<file path="src/rtl/core/audio_gain_meter_capture_ring_macros.svh">
// Assertion macros for the audio gain meter and capture ring.
`ifndef AUDIO_GAIN_METER_CAPTURE_RING_MACROS_SVH
`define AUDIO_GAIN_METER_CAPTURE_RING_MACROS_SVH

// Condition must hold in the same cycle as its trigger.
`define AGM_ASSERT_NOW(label, clk, rst, trig, expr) \
   label: assert property (@(posedge clk) disable iff (rst) (trig) |-> (expr)) \
      else $error("agm assertion failed");

// Condition must hold in the cycle after its trigger.
`define AGM_ASSERT_NEXT(label, clk, rst, trig, expr) \
   label: assert property (@(posedge clk) disable iff (rst) (trig) |=> (expr)) \
      else $error("agm assertion failed");

`endif

</file>
<file path="src/rtl/core/agm_pkg.sv">
// Package: types, constants and codes of the audio gain meter and capture ring.
`default_nettype none

package agm_pkg;

   // ring
   localparam int RING_DEPTH = 16384;
   localparam int RING_AW    = $clog2(RING_DEPTH);
   localparam int IDX_W      = RING_AW + 1;

   // buffer accounting
   localparam int MAX_BUFFER_SAMPLES = 4096;
   localparam int CNT_W              = $clog2(MAX_BUFFER_SAMPLES + 1);

   // datapath widths
   localparam int SAMPLE_W    = 16;
   localparam int LEVEL_W     = 15;
   localparam int MAG_W       = SAMPLE_W + 1;
   localparam int GAIN_W      = 16;
   localparam int PROD_W      = MAG_W + GAIN_W;
   localparam int ROUND_SHIFT = 8;
   localparam int SQ_W        = 2 * LEVEL_W;
   localparam int SUM_W       = SQ_W + CNT_W;
   localparam int QUO_W       = SQ_W;
   localparam int ROOT_W      = QUO_W / 2;
   localparam int REM_W       = ROOT_W + 2;
   localparam int SUB_W       = REM_W + 1;
   localparam int DIV_STEPS   = QUO_W;
   localparam int SQRT_STEPS  = ROOT_W;
   localparam int STEP_W      = $clog2(DIV_STEPS);
   localparam int CSR_IDX_W   = 2;
   localparam int CSR_DATA_W  = 32;
   localparam int COUNT_W     = 32;

   typedef logic [STEP_W-1:0]    agm_step_type;
   typedef logic [CSR_IDX_W-1:0] agm_csr_idx_type;

   // commands
   localparam logic [1:0] CMD_PUSH  = 2'd0;
   localparam logic [1:0] CMD_POP   = 2'd1;
   localparam logic [1:0] CMD_CLEAR = 2'd2;

   // register indexes
   localparam agm_csr_idx_type REG_GAIN       = 2'd0;
   localparam agm_csr_idx_type REG_THRESHOLD  = 2'd1;
   localparam agm_csr_idx_type REG_MIN_SPEECH = 2'd2;

   // register reset values
   localparam logic [GAIN_W-1:0]  GAIN_RESET       = 16'd256;
   localparam logic [LEVEL_W-1:0] THRESHOLD_RESET  = 15'd98;
   localparam logic [COUNT_W-1:0] MIN_SPEECH_RESET = 32'd1600;

   typedef struct packed {
      logic [1:0]                 cmd;
      logic signed [SAMPLE_W-1:0] sample_in;
      logic                       buffer_end;
   } agm_req_type;

   typedef struct packed {
      logic signed [SAMPLE_W-1:0] sample_out;
      logic                       sample_valid;
      logic [LEVEL_W-1:0]         rms_level;
      logic [LEVEL_W-1:0]         session_peak;
      logic                       overrun;
      logic [COUNT_W-1:0]         frame_count;
      logic [COUNT_W-1:0]         speech_count;
      logic                       enough_speech;
      logic [LEVEL_W-1:0]         ring_fill;
   } agm_rsp_type;

   // sequencer <-> divide/root unit
   typedef struct packed {
      logic             start;
      logic [SUM_W-1:0] dividend;
      logic [CNT_W-1:0] divisor;
   } agm_root_req_type;

   typedef struct packed {
      logic              done;
      logic [ROOT_W-1:0] root;
   } agm_root_rsp_type;

   typedef enum logic [2:0] {
      S_IDLE,
      S_GAIN,
      S_ROUND,
      S_SQUARE,
      S_ACCUM,
      S_ROOT,
      S_POP,
      S_REPLY
   } agm_state_type;

   typedef enum logic [1:0] {
      RD_IDLE,
      RD_DIV,
      RD_SQRT
   } agm_rd_state_type;

endpackage

`default_nettype wire

</file>
<file path="src/rtl/core/agm_mult.sv">
// Shared registered multiplier: gain scaling and squaring.
`default_nettype none

module agm_mult (
   input  wire logic                       clock,
   input  wire logic [agm_pkg::MAG_W-1:0]  op_a,
   input  wire logic [agm_pkg::GAIN_W-1:0] op_b,
   output logic      [agm_pkg::PROD_W-1:0] product
);

   logic [agm_pkg::PROD_W-1:0] product_ff;

   always_ff @(posedge clock) begin
      product_ff <= agm_pkg::PROD_W'(op_a) * agm_pkg::PROD_W'(op_b);
   end

   assign product = product_ff;

endmodule

`default_nettype wire

</file>
<file path="config.mk">
export PLATFORM = sky130hd
export DESIGN_NAME = agm_mult
export DESIGN_NICKNAME = d
export VERILOG_FILES = /design/src/rtl/core/audio_gain_meter_capture_ring_macros.svh /design/src/rtl/core/agm_pkg.sv /design/src/rtl/core/agm_mult.sv
export SDC_FILE = /design/constraint.sdc
export NUM_CORES = 1
export LEC_CHECK = 0
export BUFFER_PORTS_ARGS = -buffer_cell sky130_fd_sc_hd__buf_2
export CORE_ASPECT_RATIO = 1.1
export CORE_MARGIN = 2
export CORE_UTILIZATION = 40
export DETAILED_ROUTE_END_ITERATION = 10
export GPL_ROUTABILITY_DRIVEN = 0
export SKIP_LAST_GASP = 1
export SYNTH_ARGS = -nofsm -noshare
export SYNTH_HDL_FRONTEND = slang
export SYNTH_SLANG_ARGS = --single-unit
export TNS_END_PERCENT = 1
</file>
<file path="constraint.sdc">
create_clock -name clock -period 7.7 [get_ports clock]
set_clock_uncertainty 0.2 [all_clocks]
set_input_delay 0.385 -clock clock [delete_from_list [all_inputs] [get_ports clock]]
set_output_delay 0.385 -clock clock [all_outputs]
set_load 0.05 [all_outputs]
</file>
Word level (Yosys, flattened, before mapping). Index checks and enable logic that the tools add are counted.

Register bits: 33. Latch bits: 0. Memory bits (writable): 0. Bits in read-only memories: 0. Input port bits: 34. Output and inout bits: 33. Logic and storage cells: 2. Memories kept: 0.

Add/sub/neg operators: 0. Multipliers: 1. Div/mod/pow operators: 0. Magnitude comparators: 0. Equal/unequal tests: 0. Shift-type cells: 0. Multiplexer cells: 0. Bitwise operators: 0. Reduce and logical (&&, ||, !) cells: 0.

Operators with widths (count): 17-bit by 16-bit multiplier with 33-bit output (1).

Longest topological paths before layout.
Word-level depth: 1. Mapped depth: 24.

Worst setup path before layout. OpenSTA, ideal clock, no wires.

Kind: input port to flip-flop. Start: input op_a[7] (netlist bit). End: register product_ff, in the netlist product[32]. Setup time: 0.078 ns. Data arrival time: 5.481 ns. Data required time: 7.422 ns. Slack: 1.941 ns. Stages on the path: 22. Path buffers: 2. Cells stage by stage: clkbuf_1 > nand2_1 > fa_1 > inv_1 > fa_1 > inv_1 > fa_1 > inv_1 > fa_1 > fa_1 > inv_1 > fa_1 > inv_1 > ha_1 > clkbuf_2 > nand4_1 > a2111oi_2 > nor4_2 > o21ai_1 > a211oi_1 > a41o_1 > nor3_1.

Word-level cells in the longest chain between the ends: 1.

RTL lines: start, declared (RTL line agm_mult.sv:6) `input wire logic [agm_pkg::MAG_W-1:0] op_a,`; 17-bit by 16-bit multiplier with 33-bit output (RTL line agm_mult.sv:14) `product_ff <= agm_pkg::PROD_W'(op_a) * agm_pkg::PROD_W'(op_b);`; end signal, assigned (RTL line agm_mult.sv:14); end, declared (RTL line agm_mult.sv:11) `logic [agm_pkg::PROD_W-1:0] product_ff;`.

No other way between the ends.

Worst setup path in the final report.
Start: input op_b[7] (netlist bit). End: register product_ff, in the netlist product[32].

Word-level cells in the longest chain between the ends: 1.

RTL lines: start, declared (RTL line agm_mult.sv:7) `input wire logic [agm_pkg::GAIN_W-1:0] op_b,`; 17-bit by 16-bit multiplier with 33-bit output (RTL line agm_mult.sv:14).

No other way between the ends.

==> flow_metrics.py <==
metrics = {
    "sta": {
        "max_slew_margin_pct": 62.8,
        "hold_viol_final": 0,
        "tightestPinTransition_ns": 0.557,
        "drv_slew": 0,
        "fin_crit_sh_pct": 79.8,
        "fmax_mhz": 163,
        "final.setup.tns_ns": 0,
        "rsz0062_at_grt": "false",
        "setup_violations": 0,
        "period_needed_ns": 6.14,
    },
    "synth": {
        "synth_compound_area_share_pct": 5.95,
        "synthCells": 1068,
        "syn_nets": 1415,
        "ys_types": 49,
        "synth_area_per_cell_um2": 9.06,
        "yosys-top-cells-count": "inv_1, fa_1, nand2_1",
        "synth-xor-area-share_pct": 2.62,
        "synth_edf_count": 0,
        "ys_warn_count": 0,
        "synthMuxAreaShare_pct": 0,
        "synth_area_leaders": "fa_1, ha_1, inv_1",
        "synthesis.area_um2": 9680,
        "synth_top_area_share_pct": 43.0,
        "async_reset_ff_share_pct": 0,
        "synth_top_family_by_area": "adder cells",
        "post-synth-top-count-cell": "inv_1",
        "yosysTopAreaCell": "fa_1",
        "synth_adder_area_share_pct": 56.6,
        "synthSimpleGateAreaFrac_pct": 17.3,
        "ys_seq_area_share_pct": 6.83,
        "ys_seq_elements": 33,
        "synth_top_flop_cell": "dfxtp_1",
    },
    "floorplanning": {
        "die_h_um": 167,
        "core_area_um2": 23700,
        "dieArea_um2": 25500,
        "fp.dieW_um": 152,
        "io_pins": 67,
        "rows": 59,
        "start_util_pct": 40.8,
    },
    "global_route": {
        "first_global_vias": 7665,
        "grt_first_pass_wirelength_um": 38600,
        "grt_overflow_total": 0,
        "grt.total_usage_pct": 19.0,
        "antenna_found_initial": 0,
        "grt_max_degree": 18,
    },
    "cells_and_area": {
        "multi_input_area_um2": 7980,
        "area_growth_pct": 7.16,
        "largest_reg_flops": 33,
        "diodes": 0,
        "seq_area_um2": 661,
        "finalNetCount": 1446,
        "drive_gt1_share_pct": 8.00,
        "fillerInstances": 2401,
    },
    "clock_network": {
        "cts_buffers": 5,
        "cts_resized": 0,
        "cts_buffer_depth": 2,
        "post_cts_buffers": 0,
        "tritoncts": "done",
        "h-tree-depth": 2,
        "cts_sinks": 33,
        "clkTransAtPathRegs_ns": 0.05,
        "postCtsHoldBufs": 0,
        "root_buffer": "clkbuf_16",
    },
    "place": {
        "dpl.hpwl_um": 18800,
        "io_buffers": 66,
    },
    "setup_path": {
        "crit_end": "product[32]",
        "arrival_ns": 6.14,
        "cp-end-kind": "flop",
        "cp-start-kind": "input port",
        "cp_max_fo": 17,
        "worstPathRequired_ns": 7.70,
        "startpoint": "op_b[7]",
        "path_class": "input port to flop",
    },
    "run_status": {
        "status": "completed",
    },
    "run": {
        "drv_cap": 0,
    },
    "drt": {
        "drc": 0,
        "routed_wl_um": 23100,
        "wl_per_cell_um": 16.4,
        "vias": 7113,
        "viasPerCell": 5.06,
        "drt_first_pass_iters": 4,
        "ant_nets": 0,
        "drtIter0Drc": 250,
    },
    "min_path": {
        "hp-class": "input port to flop",
    },
}
-- routing by layer --
metal	vias up	share of wire (%)	GRT usage, %	wire [µm]
li1	3250	-	-	-
met1	3693	41	23.1	9410
met2	124	53	34.8	12300
met3	46	2.8	2.46	651
met4	0	3.2	6.01	746
met5	-	0	0	0
-- cell usage in the layout, fill, tap and decap left out, types with 5 or more instances in the layout --
master,n
ha_1,105
inv_1,233
clkbuf_16,5
and2_1,130
a21oi_1,25
a21o_1,11
buf_2,66
nor2_1,13
xor2_1,15
nand2_1,165
nand4_1,6
dfxtp_1,33
fa_1,208
xnor2_1,14
o21ai_0,11
-- stage by stage --
stage                     instance area, µm²  setup slack, ns  utilization, %  hold WS [ns]  cells
after floorplan                         9680             1.94               -         0.307   1068
after global placement                 10200             1.39            43.2         0.654   1397
after detailed placement               10200             1.35            43.2         0.646   1397
after CTS                              10400             1.59            43.8         0.354   1405
after global routing                   10400             1.23            43.8         0.371   1405
final                                  10400             1.56            43.8         0.358   1405
-- cells by family (layout without fill, tap and decap cells) --
group	after synthesis	count (layout)
simple gates	337	337
fa+ha+maj	313	313
buf+inv	275	307
compound gates	81	81
flops	33	33
xor+xnor	29	29
-- final cells by class --
type,count,share of cell area (%)
inverter,233,8.43
multi-input combinational,760,77.0
timing repair buffer,66,3.18
clock inverter,3,0.169
sequential,33,6.37
tap,305,3.68
clock buffer,5,1.21
-- critical path: stages --
cell       delay (ns)
buf_2            0.31
nand2_1          0.14
fa_1             0.55
inv_1            0.05
fa_1             0.49
inv_1            0.08
fa_1             0.54
inv_1            0.05
fa_1             0.45
fa_1             0.49
inv_1            0.05
fa_1             0.47
inv_1            0.04
ha_1             0.41
nand4_1          0.19
a2111oi_2        0.48
nor4_2           0.15
o21ai_1          0.29
a211oi_1         0.12
a41o_1           0.21
nor3_1           0.18
-- worst min-delay path by stage --
| stage | start | slack, ns | end | cells after the start |
|---|---|---|---|---|
| after global routing | op_b[0] | 0.37 | product[0] | 2 |
| after CTS | op_b[0] | 0.35 | product[0] | 2 |
| after detailed placement | op_b[0] | 0.65 | product[0] | 2 |
| final | op_b[0] | 0.36 | product[0] | 2 |
| after global placement | op_b[0] | 0.65 | product[0] | 2 |
| after floorplan | op_b[0] | 0.31 | product[0] | 1 |
Power is not shown: default switching activity piles up to over one toggle a cycle in this logic, so the estimate is an artifact.
