### src/rtl/core/audio_gain_meter_capture_ring_macros.svh
// Assertion macros for the audio gain meter and capture ring.
`ifndef AUDIO_GAIN_METER_CAPTURE_RING_MACROS_SVH
`define AUDIO_GAIN_METER_CAPTURE_RING_MACROS_SVH

// Condition must hold in the same cycle as its trigger.
`define AGM_ASSERT_NOW(label, clk, rst, trig, expr) \
   label: assert property (@(posedge clk) disable iff (rst) (trig) |-> (expr)) \
      else $error("agm assertion failed");

// Condition must hold in the cycle after its trigger.
`define AGM_ASSERT_NEXT(label, clk, rst, trig, expr) \
   label: assert property (@(posedge clk) disable iff (rst) (trig) |=> (expr)) \
      else $error("agm assertion failed");

`endif

### src/rtl/core/agm_pkg.sv
// Package: types, constants and codes of the audio gain meter and capture ring.
`default_nettype none

package agm_pkg;

   // ring
   localparam int RING_DEPTH = 16384;
   localparam int RING_AW    = $clog2(RING_DEPTH);
   localparam int IDX_W      = RING_AW + 1;

   // buffer accounting
   localparam int MAX_BUFFER_SAMPLES = 4096;
   localparam int CNT_W              = $clog2(MAX_BUFFER_SAMPLES + 1);

   // datapath widths
   localparam int SAMPLE_W    = 16;
   localparam int LEVEL_W     = 15;
   localparam int MAG_W       = SAMPLE_W + 1;
   localparam int GAIN_W      = 16;
   localparam int PROD_W      = MAG_W + GAIN_W;
   localparam int ROUND_SHIFT = 8;
   localparam int SQ_W        = 2 * LEVEL_W;
   localparam int SUM_W       = SQ_W + CNT_W;
   localparam int QUO_W       = SQ_W;
   localparam int ROOT_W      = QUO_W / 2;
   localparam int REM_W       = ROOT_W + 2;
   localparam int SUB_W       = REM_W + 1;
   localparam int DIV_STEPS   = QUO_W;
   localparam int SQRT_STEPS  = ROOT_W;
   localparam int STEP_W      = $clog2(DIV_STEPS);
   localparam int CSR_IDX_W   = 2;
   localparam int CSR_DATA_W  = 32;
   localparam int COUNT_W     = 32;

   typedef logic [STEP_W-1:0]    agm_step_type;
   typedef logic [CSR_IDX_W-1:0] agm_csr_idx_type;

   // commands
   localparam logic [1:0] CMD_PUSH  = 2'd0;
   localparam logic [1:0] CMD_POP   = 2'd1;
   localparam logic [1:0] CMD_CLEAR = 2'd2;

   // register indexes
   localparam agm_csr_idx_type REG_GAIN       = 2'd0;
   localparam agm_csr_idx_type REG_THRESHOLD  = 2'd1;
   localparam agm_csr_idx_type REG_MIN_SPEECH = 2'd2;

   // register reset values
   localparam logic [GAIN_W-1:0]  GAIN_RESET       = 16'd256;
   localparam logic [LEVEL_W-1:0] THRESHOLD_RESET  = 15'd98;
   localparam logic [COUNT_W-1:0] MIN_SPEECH_RESET = 32'd1600;

   typedef struct packed {
      logic [1:0]                 cmd;
      logic signed [SAMPLE_W-1:0] sample_in;
      logic                       buffer_end;
   } agm_req_type;

   typedef struct packed {
      logic signed [SAMPLE_W-1:0] sample_out;
      logic                       sample_valid;
      logic [LEVEL_W-1:0]         rms_level;
      logic [LEVEL_W-1:0]         session_peak;
      logic                       overrun;
      logic [COUNT_W-1:0]         frame_count;
      logic [COUNT_W-1:0]         speech_count;
      logic                       enough_speech;
      logic [LEVEL_W-1:0]         ring_fill;
   } agm_rsp_type;

   // sequencer <-> divide/root unit
   typedef struct packed {
      logic             start;
      logic [SUM_W-1:0] dividend;
      logic [CNT_W-1:0] divisor;
   } agm_root_req_type;

   typedef struct packed {
      logic              done;
      logic [ROOT_W-1:0] root;
   } agm_root_rsp_type;

   typedef enum logic [2:0] {
      S_IDLE,
      S_GAIN,
      S_ROUND,
      S_SQUARE,
      S_ACCUM,
      S_ROOT,
      S_POP,
      S_REPLY
   } agm_state_type;

   typedef enum logic [1:0] {
      RD_IDLE,
      RD_DIV,
      RD_SQRT
   } agm_rd_state_type;

endpackage

`default_nettype wire

### src/rtl/core/agm_root_div.sv
// Iterative mean and root unit: restoring divide, then digit-by-digit isqrt,
// both stepping through one shared subtractor.
`default_nettype none

module agm_root_div (
   input  wire logic                      clock,
   input  wire logic                      reset,
   input  wire agm_pkg::agm_root_req_type req,
   output agm_pkg::agm_root_rsp_type      rsp
);

   agm_pkg::agm_rd_state_type       state_ff, state_in;
   agm_pkg::agm_step_type           step_ff, step_in;
   logic [agm_pkg::REM_W-1:0]       rem_ff, rem_in;
   logic [agm_pkg::QUO_W-1:0]       dq_ff, dq_in;
   logic [agm_pkg::ROOT_W-1:0]      root_ff, root_in;
   logic [agm_pkg::CNT_W-1:0]       divisor_ff, divisor_in;
   logic                            done_ff, done_in;

   logic [agm_pkg::SUB_W-1:0]       sub_a;
   logic [agm_pkg::SUB_W-1:0]       sub_b;
   logic [agm_pkg::SUB_W:0]         diff;
   logic                            ge;

   // the shared subtractor
   assign diff = {1'b0, sub_a} - {1'b0, sub_b};
   assign ge   = ~diff[agm_pkg::SUB_W];

   always_ff @(posedge clock) begin
      if (reset) begin
         state_ff <= agm_pkg::RD_IDLE;
         done_ff  <= 1'b0;
      end else begin
         state_ff <= state_in;
         done_ff  <= done_in;
      end
   end

   always_ff @(posedge clock) begin
      step_ff    <= step_in;
      rem_ff     <= rem_in;
      dq_ff      <= dq_in;
      root_ff    <= root_in;
      divisor_ff <= divisor_in;
   end

   always_comb begin
      state_in   = state_ff;
      step_in    = step_ff;
      rem_in     = rem_ff;
      dq_in      = dq_ff;
      root_in    = root_ff;
      divisor_in = divisor_ff;
      done_in    = 1'b0;
      sub_a      = '0;
      sub_b      = '0;

      unique case (state_ff)
         agm_pkg::RD_IDLE: begin
            if (req.start) begin
               // quotient fits QUO_W bits, so the top dividend bits start
               // as the partial remainder
               rem_in     = agm_pkg::REM_W'(req.dividend[agm_pkg::SUM_W-1:agm_pkg::QUO_W]);
               dq_in      = req.dividend[agm_pkg::QUO_W-1:0];
               divisor_in = req.divisor;
               step_in    = agm_pkg::agm_step_type'(agm_pkg::DIV_STEPS - 1);
               state_in   = agm_pkg::RD_DIV;
            end
         end
         agm_pkg::RD_DIV: begin
            sub_a = agm_pkg::SUB_W'({rem_ff[agm_pkg::CNT_W-1:0], dq_ff[agm_pkg::QUO_W-1]});
            sub_b = agm_pkg::SUB_W'(divisor_ff);
            rem_in = ge ? agm_pkg::REM_W'(diff[agm_pkg::CNT_W-1:0])
                        : agm_pkg::REM_W'(sub_a[agm_pkg::CNT_W-1:0]);
            dq_in  = {dq_ff[agm_pkg::QUO_W-2:0], ge};
            step_in = step_ff - 1'b1;
            if (step_ff == '0) begin
               // quotient now sits in dq; it becomes the radicand
               rem_in   = '0;
               root_in  = '0;
               step_in  = agm_pkg::agm_step_type'(agm_pkg::SQRT_STEPS - 1);
               state_in = agm_pkg::RD_SQRT;
            end
         end
         agm_pkg::RD_SQRT: begin
            sub_a   = {rem_ff[agm_pkg::REM_W-2:0], dq_ff[agm_pkg::QUO_W-1 -: 2]};
            sub_b   = agm_pkg::SUB_W'({root_ff, 2'b01});
            rem_in  = ge ? diff[agm_pkg::REM_W-1:0] : sub_a[agm_pkg::REM_W-1:0];
            root_in = {root_ff[agm_pkg::ROOT_W-2:0], ge};
            dq_in   = {dq_ff[agm_pkg::QUO_W-3:0], 2'b00};
            step_in = step_ff - 1'b1;
            if (step_ff == '0) begin
               done_in  = 1'b1;
               state_in = agm_pkg::RD_IDLE;
            end
         end
         default: begin
            state_in = agm_pkg::RD_IDLE;
         end
      endcase
   end

   assign rsp.done = done_ff;
   assign rsp.root = root_ff;

endmodule

`default_nettype wire

### config.mk
export PLATFORM = sky130hd
export DESIGN_NAME = agm_root_div
export DESIGN_NICKNAME = d
export VERILOG_FILES = /design/src/rtl/core/audio_gain_meter_capture_ring_macros.svh /design/src/rtl/core/agm_pkg.sv /design/src/rtl/core/agm_root_div.sv
export SDC_FILE = /design/constraint.sdc
export NUM_CORES = 1
export LEC_CHECK = 0
export BUFFER_PORTS_ARGS = -buffer_cell sky130_fd_sc_hd__clkbuf_2
export CORE_UTILIZATION = 55
export DETAILED_ROUTE_END_ITERATION = 12
export PLACE_DENSITY = 0.86
export SYNTH_ARGS = -nofsm -noshare
export SYNTH_HDL_FRONTEND = slang
export SYNTH_SLANG_ARGS = --single-unit
### constraint.sdc
create_clock -name clock -period 5.3 [get_ports clock]
set_clock_uncertainty 0.1 [all_clocks]
set_input_delay 0.53 -clock clock [delete_from_list [all_inputs] [get_ports clock]]
set_output_delay 0.53 -clock clock [all_outputs]
set_load 0.03 [all_outputs]
After elaboration in Yosys (flattened, before gate mapping)
Cells that the tools add are included.
{"block": "word_totals", "ff_bits": 82, "input_bits": 59, "word_cells": 44}
{"block": "classes", "add_sub_neg": 2, "n_eq_ne": 5, "mux": 19, "bitwise": 2, "n_reduce_logical": 9}
{"op": "30-bit case mux with 3 select lines", "n": 1}
{"op": "16-bit case mux with 3 select lines", "n": 1}
{"op": "18-bit case mux with 2 select lines", "n": 1}
{"op": "17-bit case mux with 2 select lines", "n": 1}
{"op": "16-bit 2-to-1 mux", "n": 2}
{"op": "30-bit 2-to-1 mux", "n": 1}
{"op": "15-bit case mux with 2 select lines", "n": 1}
{"op": "13-bit 2-to-1 mux", "n": 2}
{"op": "18-bit by 17-bit subtractor with 19-bit output", "n": 1}
{"op": "15-bit 2-to-1 mux", "n": 1}
{"op": "5-bit case mux with 3 select lines", "n": 1}
{"op": "5-bit 2-to-1 mux", "n": 2}
{"op": "2-bit 2-to-1 mux", "n": 3}
{"op": "2-bit != test (second input constant)", "n": 3}
{"op": "2-bit case mux with 3 select lines", "n": 1}
{"op": "2-bit AND reduction", "n": 3}
{"op": "5-bit logical NOT", "n": 1}
{"op": "5-bit by 1-bit subtractor with 5-bit output (second input constant)", "n": 1}
{"op": "3-bit AND reduction", "n": 1}
{"op": "3-bit nonzero test", "n": 1}
{"op": "2-bit by 1-bit equality test with 1-bit output (second input constant)", "n": 1}
{"op": "2-bit equality test (second input constant)", "n": 1}
{"op": "2-bit logical NOT", "n": 1}
{"op": "1-bit inverter", "n": 2}
{"op": "3 further kinds", "n": 3}

Depth between registers and ports, before layout
Gate-level depths: netlist of run 1.
{"block": "logic_depth", "ltp_word": 6, "mapped_depth": 17, "mapped_depth_nobuf": 13}

Least setup slack after synthesis of run 1
Ideal clock, no wire load.
{"block": "synth_path", "path_kind": "register -> register", "startpoint": "register state_ff[0]", "endpoint": "register dq_ff[0] (netlist bit) (enable)", "setup_time_ns": 0.470, "t_arrival_ns": 3.470, "required_time_ns": 4.730, "slack_ns": 1.260, "stages_incl_launch_ff": 6, "path_buffers": 1, "synth_period_minus_slack_ns": 4.040, "cell_sequence": "dfxtp_1 inv_1 ha_1 inv_1 clkbuf_1 o21bai_1"}
{"block": "synth_between", "elab_chain_cells": 3, "word_cells_on_any_way": 6, "classes_between": "3 x eq/ne; 3 x reduce/logical"}
{"item": "start: declaration", "line": "agm_root_div.sv:12", "rtl": "agm_pkg::agm_rd_state_type state_ff, state_in;"}
{"item": "start signal: assignment", "line": "agm_root_div.sv:31", "rtl": "state_ff <= agm_pkg::RD_IDLE;"}
{"item": "start signal: assignment", "line": "agm_root_div.sv:34", "rtl": "state_ff <= state_in;"}
{"item": "2-bit equality test (tied with other cells)", "line": "agm_root_div.sv:58", "rtl": "unique case (state_ff)"}
{"item": "3-bit nonzero test (no line) / 2-bit != test (equally long branches)"}
{"item": "2-bit AND reduction (no line) *"}
{"item": "end signal: assignment", "line": "agm_root_div.sv:42", "rtl": "dq_ff <= dq_in;"}
{"item": "end: declaration", "line": "agm_root_div.sv:15", "rtl": "logic [agm_pkg::QUO_W-1:0] dq_ff, dq_in;"}
Mark *: on every way between the ends. The rest lies on a longest branch, timed or not.
A chain may end at the register's enable or synchronous reset.

Worst setup path after layout of run 1
{"block": "layout_path", "startpoint": "register state_ff[0]", "endpoint": "register rem_ff[5] (netlist bit) (data pin)"}
{"block": "layout_between", "elab_chain_cells": 6, "word_cells_on_any_way": 10, "classes_between": "1 x add/sub; 2 x eq/ne; 6 x mux; 1 x reduce/logical"}
{"item": "2-bit equality test / 2-bit by 1-bit equality test with 1-bit output (equally long branches)", "line": "agm_root_div.sv:58"}
{"item": "18-bit case mux with 2 select lines / 17-bit case mux with 2 select lines (equally long branches)", "line": "agm_root_div.sv:58"}
{"item": "18-bit by 17-bit subtractor with 19-bit output", "line": "agm_root_div.sv:26", "rtl": "assign diff = {1'b0, sub_a} - {1'b0, sub_b};"}
{"item": "13-bit 2-to-1 mux", "line": "agm_root_div.sv:73", "rtl": "rem_in = ge ? agm_pkg::REM_W'(diff[agm_pkg::CNT_W-1:0])"}
{"item": "13-bit 2-to-1 mux", "line": "agm_root_div.sv:77", "rtl": "if (step_ff == '0) begin"}
{"item": "16-bit case mux with 3 select lines *", "line": "agm_root_div.sv:58"}
{"item": "via rem_in (one bit)", "line": "agm_root_div.sv:14", "rtl": "logic [agm_pkg::REM_W-1:0] rem_ff, rem_in;"}
{"item": "end signal: assignment", "line": "agm_root_div.sv:41", "rtl": "rem_ff <= rem_in;"}
{"item": "end: declaration", "line": "agm_root_div.sv:14"}
The timed path passes the listed nets; every way through them passes the cells marked *.

==> flow_metrics.py, run 1 <==
metrics = {
    "status": {
        "outcome": "complete, no violations",
    },
    "finish": {
        "antenna_cell_count": 0,
        "final_cells": 661,
        "area_growth_pct": 13.0,
        "fin_util_pct": 64.3,
        "layout.nets": 630,
        "final_layout_size_suffix_gt1_share_pct": 19.5,
    },
    "floorplanning": {
        "core.rowCount": 34,
        "pin_count": 75,
        "horizontal_extent_of_the_die_um": 97.2,
        "start_util_pct": 56.9,
        "core_area_mm2": 0.00876,
        "die_y_um": 97.2,
        "floorplan.die_area_mm2": 0.00944,
    },
    "setup_path": {
        "critical_path.n_buffers_inverters": 2,
        "critical_path.startpoint_type": "flip-flop",
        "timing.critical_path.depth": 14,
        "setup.worst_path.start": "state_ff[0]",
        "cp_cell_sequence": "inv_1 -> ha_2 -> and2_1 -> a22oi_1 -> ha_1 -> fa_1 -> nor2b_1 -> o2111a_1 -> o211ai_4 -> a41oi_4 -> buf_4 -> o21ai_0 -> a221oi_1 -> a21o_1",
        "setup.reg_to_reg.worst_slack_ps": 780,
        "crit-reg2reg-launch": "state_ff[0]",
        "timing_worst_setup_path_type": "reg2reg",
        "worst-endpoint-arrival_ps": 4660,
        "timing.critical_path.slowest_cell_delay_ps": 640,
        "critical_path_required_ps": 5430,
        "worst_r2r_end": "rem_ff[5]",
        "critPathCaptureType": "flip-flop",
        "critPathMaxFanout": 33,
        "critical_path.slowest_cell": "and2_1",
        "reg2reg_depth": 14,
        "critPathTopFamily": "compound AO/OA/AOI/OAI gates",
        "cp-endpoint": "rem_ff[5]",
    },
    "timing": {
        "fin_ws_ps": 778,
        "worst_slew_pin_slew_ps": 832,
        "endpoints_failing_hold": 0,
        "timing.final.setup_violations": 0,
        "finalCritPeriodShare_pct": 85.3,
        "final_period_minus_worst_setup_slack_ps": 4520,
        "tns_ps": 0,
        "max_freq_ghz": 0.221,
        "grt_setup_unrepaired": "no",
        "finalMaxSlewViolations": 0,
        "max-slew-margin-rel_pct": 44.5,
    },
    "route": {
        "number_of_vias_after_detailed_routing": 4091,
        "totalWireLength_mm": 11.5,
        "drtPass1Iterations": 5,
        "drt-initial-drc-count": 339,
        "antenna_violating_nets_post_route": 0,
        "detail_route.drc_violations": 0,
        "post_drt_via_cell_ratio": 6.19,
        "post_drt_wl_per_cell_um": 17.4,
    },
    "power_and_ir_drop": {
        "p_leak_nw": 2.19,
        "vdd_drop_max_mv": 0.228,
        "powerDensity_mw_per_mm2": 483,
        "fin_total_pwr_mw": 2.72,
    },
    "placement": {
        "place.port_buffers": 74,
        "gp_congestion": 0.944,
        "placement.setup.worst_slack_ps": 904,
        "dp_hpwl_mm": 8.15,
        "post-place-cells": 645,
    },
    "synth": {
        "synthMostInstantiatedCell": "edfxtp_1",
        "post_synth_num_cell_types": 57,
        "synthesis.instances": 490,
        "synth-async-reset-ratio_pct": 0,
        "syn_avg_cell_area_um2": 10.2,
        "synth_seq_area_share_pct": 48.8,
        "synth_top_cell_area_share_pct": 47.6,
        "ys_seq_elements": 82,
        "synth-edff-count": 79,
        "synth_top_cells_by_area": "edfxtp_1 48%, ha_1 5.5%, a21oi_1 5.1%",
        "synth_flop_cell": "edfxtp_1",
        "postSynthNetCount": 572,
        "synthesis.area_mm2": 0.00498,
        "yosys_warnings": 0,
        "synth_top_area_cell": "edfxtp_1",
        "synth_top_cells_by_count": "79 x edfxtp_1, 51 x a21oi_1, 47 x nor2_1",
    },
    "global_route": {
        "pin_count_of_the_biggest_net_entering_global_routing": 57,
        "total_routing_resource_utilization_after_global_routing_pct": 25.2,
        "grt_pass1_vias": 3881,
        "antenna_violations_before_repair": 1,
        "grt_pass1_wl_mm": 18.7,
        "total_congestion_overflow": 0,
    },
    "clock_network": {
        "cts-resized-gates": 0,
        "clock_tree_from_tritoncts": "built",
        "cts-buffers-inserted": 9,
        "clock_tree.root_cell": "clkbuf_8",
        "post-cts-setup-buffer-count": 0,
        "worst_setup_hold_path_clk_slew_ps": 80,
        "clock-sinks": 82,
        "cts_hold_buf": 0,
        "h-tree-depth": 3,
        "max-clock-path-buffers": 2,
        "insertion_delay_ps": 360,
    },
    "min_path": {
        "worstHoldPathType": "in2reg",
    },
    "run": {
        "maxCapViolations": 0,
    },
}
[report_power, final]
group          total (mW)  internal (mW)  switching (mW)  leakage (nW)
combinational        1.18          0.438           0.746          1.30
sequential           1.03          0.928          0.0997         0.781
clock               0.510          0.267           0.243         0.107
total                2.72           1.63            1.09          2.19
[metal layers]
layer  vias to the layer above  routed length, um  track usage, %
met2                       154               5600            39.7
met1                      1935               4900            33.3
met3                        35                643            4.96
li1                       1967                  -               -
met4                         0                376            12.4
met5                         -                  0               0
[sequential cells by signal (all words and copies together), names as in the netlist]
signal and flops:
dq_ff 30, rem_ff 16, root_ff 15, divisor_ff 13, step_ff 5, state_ff 2, done_ff 1
[worst min-delay path by stage]
stage,from,end,slack [ps],cells after the start
final,req[2],divisor_ff[2],240,1
after global routing,req[6],divisor_ff[6],220,1
after CTS,req[6],divisor_ff[6],230,1
after detailed placement,root_ff[6],root_ff[7],470,1
after global placement,state_ff[0],state_ff[0],430,2
after floorplan,state_ff[0],state_ff[0],410,2
[placed cells by master, fill, tap and decap left out, types with 11 or more instances in the layout]
cell | synthesis | final
edfxtp_1 | 79 | 79
clkbuf_2 | 0 | 74
a21oi_1 | 51 | 51
nor2_1 | 47 | 47
a22oi_1 | 30 | 30
o21ai_0 | 29 | 29
and2_1 | 27 | 27
nand2_1 | 20 | 20
ha_1 | 22 | 20
a22o_1 | 19 | 19
o21ai_1 | 16 | 16
inv_1 | 14 | 14
a21o_1 | 11 | 11
[kinds of logic after synthesis]
group	after synthesis	synth area share [%]
compound gates	191	25.7
xor+xnor	9	1.58
fa+ha+maj	23	5.93
buf+inv	48	3.92
flops	82	48.8
mux	3	0.653
simple gates	134	13.4
[stage by stage]
stage / instance area (um^2) / hold WS (ps)
after floorplan: 4980 / 414
after global placement: 5410 / 430
after detailed placement: 5410 / 465
after global routing: 5630 / 222
final: 5630 / 237
after CTS: 5630 / 232
[final cells by class]
type / count / area (um^2)
Fill cell: 723 / 3130
Sequential cell: 82 / 2430
Multi-Input combinational cell: 360 / 2370
Timing Repair Buffer: 81 / 423
Tap cell: 108 / 135
Clock buffer: 10 / 128
Clock inverter: 6 / 90.1
Inverter: 14 / 52.6
(Power assumes the default switching activity.)
==> run 2, diff against run 1 <==
--- a/config.mk
+++ b/config.mk
@@ -5,6 +5,7 @@
 export SDC_FILE = /design/constraint.sdc
 export NUM_CORES = 1
 export LEC_CHECK = 0
+export ABC_AREA = 1
 export BUFFER_PORTS_ARGS = -buffer_cell sky130_fd_sc_hd__clkbuf_2
 export CORE_UTILIZATION = 55
 export DETAILED_ROUTE_END_ITERATION = 12
==> flow_metrics.py, run 2 <==
metrics = {
    "synth": {
        "muxShareOfSynthArea_pct": 0,
        "synth_flop_cell": "edfxtp_1",
        "synth_top_cells_by_area": "edfxtp_1 46%, nand2_1 13%, inv_1 6.8%",
        "ys_seq_elements": 82,
        "post_synth_and_or_nand_nor_area_fraction_pct": 22.0,
        "synthesis.instances": 597,
        "synth_top_cells_by_count": "182 x nand2_1, 93 x inv_1, 79 x edfxtp_1",
        "synth_top_cell_area_share_pct": 46.3,
        "synth-edff-count": 79,
        "syn_avg_cell_area_um2": 8.58,
        "synth_top_area_cell": "edfxtp_1",
        "fraction_of_synthesized_cell_area_in_xor_and_xnor_cells_pct": 1.54,
        "yosys_warnings": 0,
        "synth_seq_area_share_pct": 47.5,
        "post_synth_num_cell_types": 35,
        "synth-async-reset-ratio_pct": 0,
        "synth_top_family_by_area": "simple AND/OR/NAND/NOR gates",
        "synthMostInstantiatedCell": "nand2_1",
        "postSynthNetCount": 679,
        "synthesis.area_mm2": 0.00512,
        "synthAdderAreaFrac_pct": 5.76,
        "synth_compound_area_share_pct": 13.8,
    },
    "timing": {
        "max_freq_ghz": 0.244,
        "worst_slew_pin_slew_ps": 896,
        "max-slew-margin-rel_pct": 40.1,
        "grt_setup_unrepaired": "no",
        "finalCritPeriodShare_pct": 77.5,
        "tns_ps": 0,
        "fin_ws_ps": 1190,
        "endpoints_failing_hold": 0,
        "finalMaxSlewViolations": 0,
        "timing.final.setup_violations": 0,
        "timing.hold.ws_ps": 239,
        "final_period_minus_worst_setup_slack_ps": 4110,
    },
    "finish": {
        "area_growth_pct": 13.8,
        "largest_register_ffs": 30,
        "most-common-layout-cells": "182 x nand2_1, 93 x inv_1, 79 x edfxtp_1",
        "final_layout_size_suffix_gt1_share_pct": 18.7,
        "largest_registers": "dq_ff: 30 flops, rem_ff: 16 flops, root_ff: 15 flops",
        "antenna_cell_count": 0,
        "layout.nets": 746,
        "layout.cells.most_common": "nand2_1",
        "regMostFlops": "dq_ff",
    },
    "route": {
        "totalWireLength_mm": 12.0,
        "antenna_violating_nets_post_route": 0,
        "number_of_vias_after_detailed_routing": 4401,
        "drtPass1Iterations": 9,
        "post_drt_via_cell_ratio": 5.66,
        "drt-initial-drc-count": 371,
        "detail_route.drc_violations": 1,
        "post_drt_wl_per_cell_um": 15.4,
    },
    "placement": {
        "dp_hpwl_mm": 8.35,
        "placement.setup.worst_slack_ps": 1310,
        "gp_congestion": 0.946,
        "place.port_buffers": 74,
    },
    "run": {
        "maxCapViolations": 0,
    },
    "global_route": {
        "pin_count_of_the_biggest_net_entering_global_routing": 55,
        "grt_pass1_wl_mm": 20.4,
        "antenna_violations_before_repair": 0,
        "grt_pass1_vias": 4420,
        "total_congestion_overflow": 0,
        "total_routing_resource_utilization_after_global_routing_pct": 26.4,
    },
    "setup_path": {
        "critical_path.startpoint_type": "flip-flop",
        "timing_worst_setup_path_type": "reg2reg",
        "worst-endpoint-arrival_ps": 4120,
        "critPathMaxFanout": 21,
        "critical_path_required_ps": 5320,
        "critPathCaptureType": "flip-flop",
    },
    "clock_network": {
        "worst_setup_hold_path_clk_slew_ps": 90,
        "cts_hold_buf": 0,
        "clock_tree.root_cell": "clkbuf_8",
        "cts-buffers-inserted": 9,
        "insertion_delay_ps": 360,
        "max-clock-path-buffers": 2,
        "post-cts-setup-buffer-count": 0,
        "clock-sinks": 82,
        "h-tree-depth": 3,
        "clock_tree_from_tritoncts": "built",
        "cts-resized-gates": 0,
    },
    "floorplanning": {
        "core_area_mm2": 0.00889,
        "die_y_um": 98.5,
        "start_util_pct": 57.6,
        "horizontal_extent_of_the_die_um": 98.5,
        "floorplan.die_area_mm2": 0.00971,
        "core.rowCount": 34,
        "pin_count": 75,
    },
    "min_path": {
        "worstHoldPathType": "in2reg",
    },
    "status": {
        "violations": "design-rule violations",
        "outcome": "complete, but fails checks",
    },
}
run 2: cell count changes after synthesis, moves of 19 or more:
| cell | change |
|---|---|
| a21oi_1 | -30 |
| a22o_1 | -19 |
| and2_1 | -27 |
| inv_1 | +79 |
| nand2_1 | +162 |
| nand3_1 | +22 |
| nor2_1 | -19 |
| o221ai_1 | +26 |
run 2: critical path: stages, from the launching register on:
cell and delay, ps:
dfxtp_1 410, inv_1 80, ha_1 290, buf_4 270, nand2_1 120, inv_1 480
a22oi_1 220, ha_1 380, nand2_1 90, nand2_1 70, nand3_1 110, nand2_1 100
a21oi_4 510, nand2_4 270, nand2_1 150, inv_1 60, o21ai_1 110, nor2_1 50
run 2: final cells by class:
| class | count | area [um^2] |
|---|---|---|
| clock inverters | 6 | 138 |
| clock buffers | 10 | 128 |
| fillers | 720 | 3060 |
| multi-input cells | 394 | 2220 |
| inverters | 96 | 360 |
| flip-flops and latches | 82 | 2430 |
| well taps | 108 | 135 |
| repair buffers | 81 | 423 |
run 2: cell families after synthesis:
group / count (synthesis)
xor gates and xnor gates: 9
buffers and inverters: 121
adders and majority gates: 23
AOI/OAI and AO/OA: 102
and+or+nand+nor: 260
DFF: 82
run 2: path summary, 6_finish.rpt:
kind | start | endpoint | slack (ps) | cells after the start
worst max-delay path | state_ff[0] | rem_ff[15] | 1190 | 17
worst max register to register | state_ff[0] | rem_ff[15] | 1190 | 17
worst min-delay path | req[0] | divisor_ff[0] | 240 | 1
worst min register to register | state_ff[0] | state_ff[0] | 440 | 2
run 2: stage by stage:
stage	utilization, %	area (um^2)	cells
3_3_place_gp	62.6	5570	761
5_1_grt	65.6	5830	777
6_report	65.6	5830	777
2_1_floorplan	-	5120	597
4_1_cts	65.6	5830	777
3_5_place_dp	62.6	5570	761
run 2: routing by layer:
metal / GRT usage, % / wire length (um)
met5: 0 / 0
met4: 9.53 / 245
met3: 4.04 / 809
met2: 44.3 / 5670
met1: 35.0 / 5270
Power of run 2 is left out: the tool's default activity adds up to more than one toggle a clock period on the data nets, which glitch-free logic cannot reach.
==> run 3, diff against run 2 <==
--- a/config.mk
+++ b/config.mk
@@ -5,7 +5,7 @@
 export SDC_FILE = /design/constraint.sdc
 export NUM_CORES = 1
 export LEC_CHECK = 0
-export ABC_AREA = 1
+export ABC_AREA = 0
 export BUFFER_PORTS_ARGS = -buffer_cell sky130_fd_sc_hd__clkbuf_2
 export CORE_UTILIZATION = 55
 export DETAILED_ROUTE_END_ITERATION = 12
==> constraint.sdc (replaced) <==
create_clock -name clock -period 4 [get_ports clock]
set_clock_uncertainty 0.1 [all_clocks]
set_input_delay 0.4 -clock clock [delete_from_list [all_inputs] [get_ports clock]]
set_output_delay 0.4 -clock clock [all_outputs]
set_load 0.03 [all_outputs]
==> flow_metrics.py, run 3 (synthesis results as in run 1) <==
metrics = {
    "status": {
        "outcome": "complete, no violations",
    },
    "power_and_ir_drop": {
        "clkPwrFrac_pct": 17.8,
        "power.switching_mw": 1.47,
        "powerDensity_mw_per_mm2": 639,
        "p_leak_nw": 2.22,
        "p_int_mw": 2.17,
        "switching_share_pct": 40.5,
        "combPwrFrac_pct": 44.8,
        "vdd_drop_max_mv": 0.317,
        "share_seq_of_total_power_pct": 37.4,
    },
    "setup_path": {
        "cp-endpoint": "rem_ff[0]",
        "critical_path.n_buffers_inverters": 3,
        "critPathCaptureType": "flip-flop",
        "reg2reg_depth": 14,
        "timing.critical_path.slowest_cell_delay_ps": 370,
        "setup.worst_path.start": "state_ff[1]",
        "critPathTopFamily": "compound AO/OA/AOI/OAI gates",
        "cp_cell_sequence": "inv_1 -> ha_2 -> and2_1 -> buf_4 -> a22o_1 -> ha_1 -> a21o_1 -> a31o_1 -> o211ai_4 -> a41oi_4 -> buf_6 -> or2_1 -> a32o_1 -> a31o_1",
        "critical_path.slowest_cell": "ha_1",
        "timing.critical_path.depth": 14,
        "critical_path_required_ps": 4040,
        "timing_worst_setup_path_type": "reg2reg",
        "worst-endpoint-arrival_ps": 3870,
        "worst_r2r_end": "rem_ff[0]",
        "critical_path.startpoint_type": "flip-flop",
        "setup.reg_to_reg.worst_slack_ps": 170,
        "critPathMaxFanout": 19,
        "crit_top_cell": "a31o_1",
        "crit-reg2reg-launch": "state_ff[1]",
    },
    "timing": {
        "max_freq_ghz": 0.261,
        "final_period_minus_worst_setup_slack_ps": 3830,
        "finalCritPeriodShare_pct": 95.7,
        "finalMaxSlewViolations": 0,
        "grt_setup_unrepaired": "no",
        "max-slew-margin-rel_pct": 50.3,
        "endpoints_failing_hold": 0,
        "tns_ps": 0,
        "timing.hold.ws_ps": 94.3,
        "timing.final.setup_violations": 0,
        "worst_slew_pin_slew_ps": 744,
    },
    "clock_network": {
        "max-clock-path-buffers": 2,
        "post-cts-setup-buffer-count": 0,
        "clock-sinks": 82,
        "clock_tree_from_tritoncts": "built",
        "cts-buffers-inserted": 9,
        "worst_setup_hold_path_clk_slew_ps": 90,
        "clock_tree.root_cell": "clkbuf_8",
        "cts_hold_buf": 0,
        "insertion_delay_ps": 380,
        "h-tree-depth": 3,
    },
    "finish": {
        "largest_register_ffs": 30,
        "area_growth_pct": 14.4,
        "layout.nets": 637,
        "postLayoutCellArea_mm2": 0.00570,
        "final_layout_size_suffix_gt1_share_pct": 21.4,
        "layout.cells.most_common": "edfxtp_1",
        "antenna_cell_count": 0,
        "largest_registers": "dq_ff: 30 flops, rem_ff: 16 flops, root_ff: 15 flops",
        "regMostFlops": "dq_ff",
        "most-common-layout-cells": "79 x edfxtp_1, 74 x clkbuf_2, 51 x a21oi_1",
    },
    "placement": {
        "gp_congestion": 0.895,
        "dp_hpwl_mm": 8.09,
        "place.port_buffers": 74,
        "placedInstanceArea_mm2": 0.00547,
    },
    "floorplanning": {
        "start_util_pct": 56.9,
        "die_y_um": 97.2,
        "core_area_mm2": 0.00876,
        "floorplan.die_area_mm2": 0.00944,
        "core.rowCount": 34,
        "pin_count": 75,
        "horizontal_extent_of_the_die_um": 97.2,
    },
    "route": {
        "drt-initial-drc-count": 258,
        "post_drt_wl_per_cell_um": 17.5,
        "number_of_vias_after_detailed_routing": 4148,
        "totalWireLength_mm": 11.7,
        "drtPass1Iterations": 5,
        "antenna_violating_nets_post_route": 0,
        "detail_route.drc_violations": 0,
        "post_drt_via_cell_ratio": 6.21,
    },
    "global_route": {
        "pin_count_of_the_biggest_net_entering_global_routing": 66,
        "total_congestion_overflow": 0,
        "total_routing_resource_utilization_after_global_routing_pct": 25.5,
        "grt_pass1_vias": 3994,
        "grt_pass1_wl_mm": 19.2,
        "antenna_violations_before_repair": 0,
    },
    "run": {
        "maxCapViolations": 0,
    },
    "min_path": {
        "hold-path-cell-count": 1,
        "worstHoldPathType": "in2reg",
    },
}
-- run 3: cell count changes in the layout (fill, tap and decap cells not counted), moves of 19 or more --
cell,delta
and2_1,+26
nand3_1,-22
o221ai_1,-26
a22o_1,+19
nor2_1,+19
nand2_1,-162
inv_1,-79
a21oi_1,+30
-- run 3: stage by stage --
step	power, mW	instances	worst slack, ps	util (%)
after CTS	3.58	668	65.1	64.8
after global routing	3.86	668	14.7	65.0
after floorplan	2.55	490	51.6	-
after global placement	2.87	652	298	62.4
final	3.64	668	171	65.0
after detailed placement	2.92	652	121	62.4
-- run 3: cell type report --
| cell class | count | area, um^2 |
|---|---|---|
| clock buffers | 10 | 138 |
| multi-input cells | 360 | 2380 |
| fillers | 714 | 3070 |
| inverters | 14 | 52.6 |
| repair buffers | 88 | 487 |
| well taps | 108 | 135 |
| flip-flops and latches | 82 | 2430 |
| clock inverters | 6 | 72.6 |
-- run 3: worst min path at each step --
stage	startpoint	end	slack (ps)
2_1_floorplan	reset	state_ff[1]	370
3_3_place_gp	state_ff[0]	state_ff[0]	440
3_5_place_dp	state_ff[0]	state_ff[0]	460
4_1_cts	req[10]	divisor_ff[10]	90
5_1_grt	req[9]	divisor_ff[9]	80
6_report	req[10]	divisor_ff[10]	90
-- run 3: what timing repair did --
| action | CTS | global route |
|---|---|---|
| gates resized for setup | 0 | 7 |
| endpoints found under the hold margin | 0 | 0 |
| endpoints found under the setup margin | 0 | 11 |
-- run 3: worst reg2reg max path: cells and delay by family, from the launching register on --
kind	cells	cell delay (ps)
compound gates	7	1540
simple gates	2	410
buf+inv	3	530
fa+ha+maj	2	680
flops	1	320
-- run 3: power by group through the flow --
stage                     combinational [mW]  sequential [mW]  clock (mW)
after detailed placement                1.55             1.37           0
after global placement                  1.51             1.36           0
after floorplan                         1.20             1.35           0
after CTS                               1.57             1.36       0.658
final                                   1.63             1.36       0.649
after global routing                    1.79             1.38       0.688
-- run 3: routing by layer --
metal / up-vias / routed length (um) / share of wire, % / GRT usage (%)
li1: 1985 / - / - / -
met1: 1971 / 5160 / 44 / 34.6
met2: 162 / 5560 / 47 / 39.5
met3: 30 / 696 / 5.9 / 5.47
met4: 0 / 295 / 2.5 / 11.4
met5: - / 0 / 0 / 0
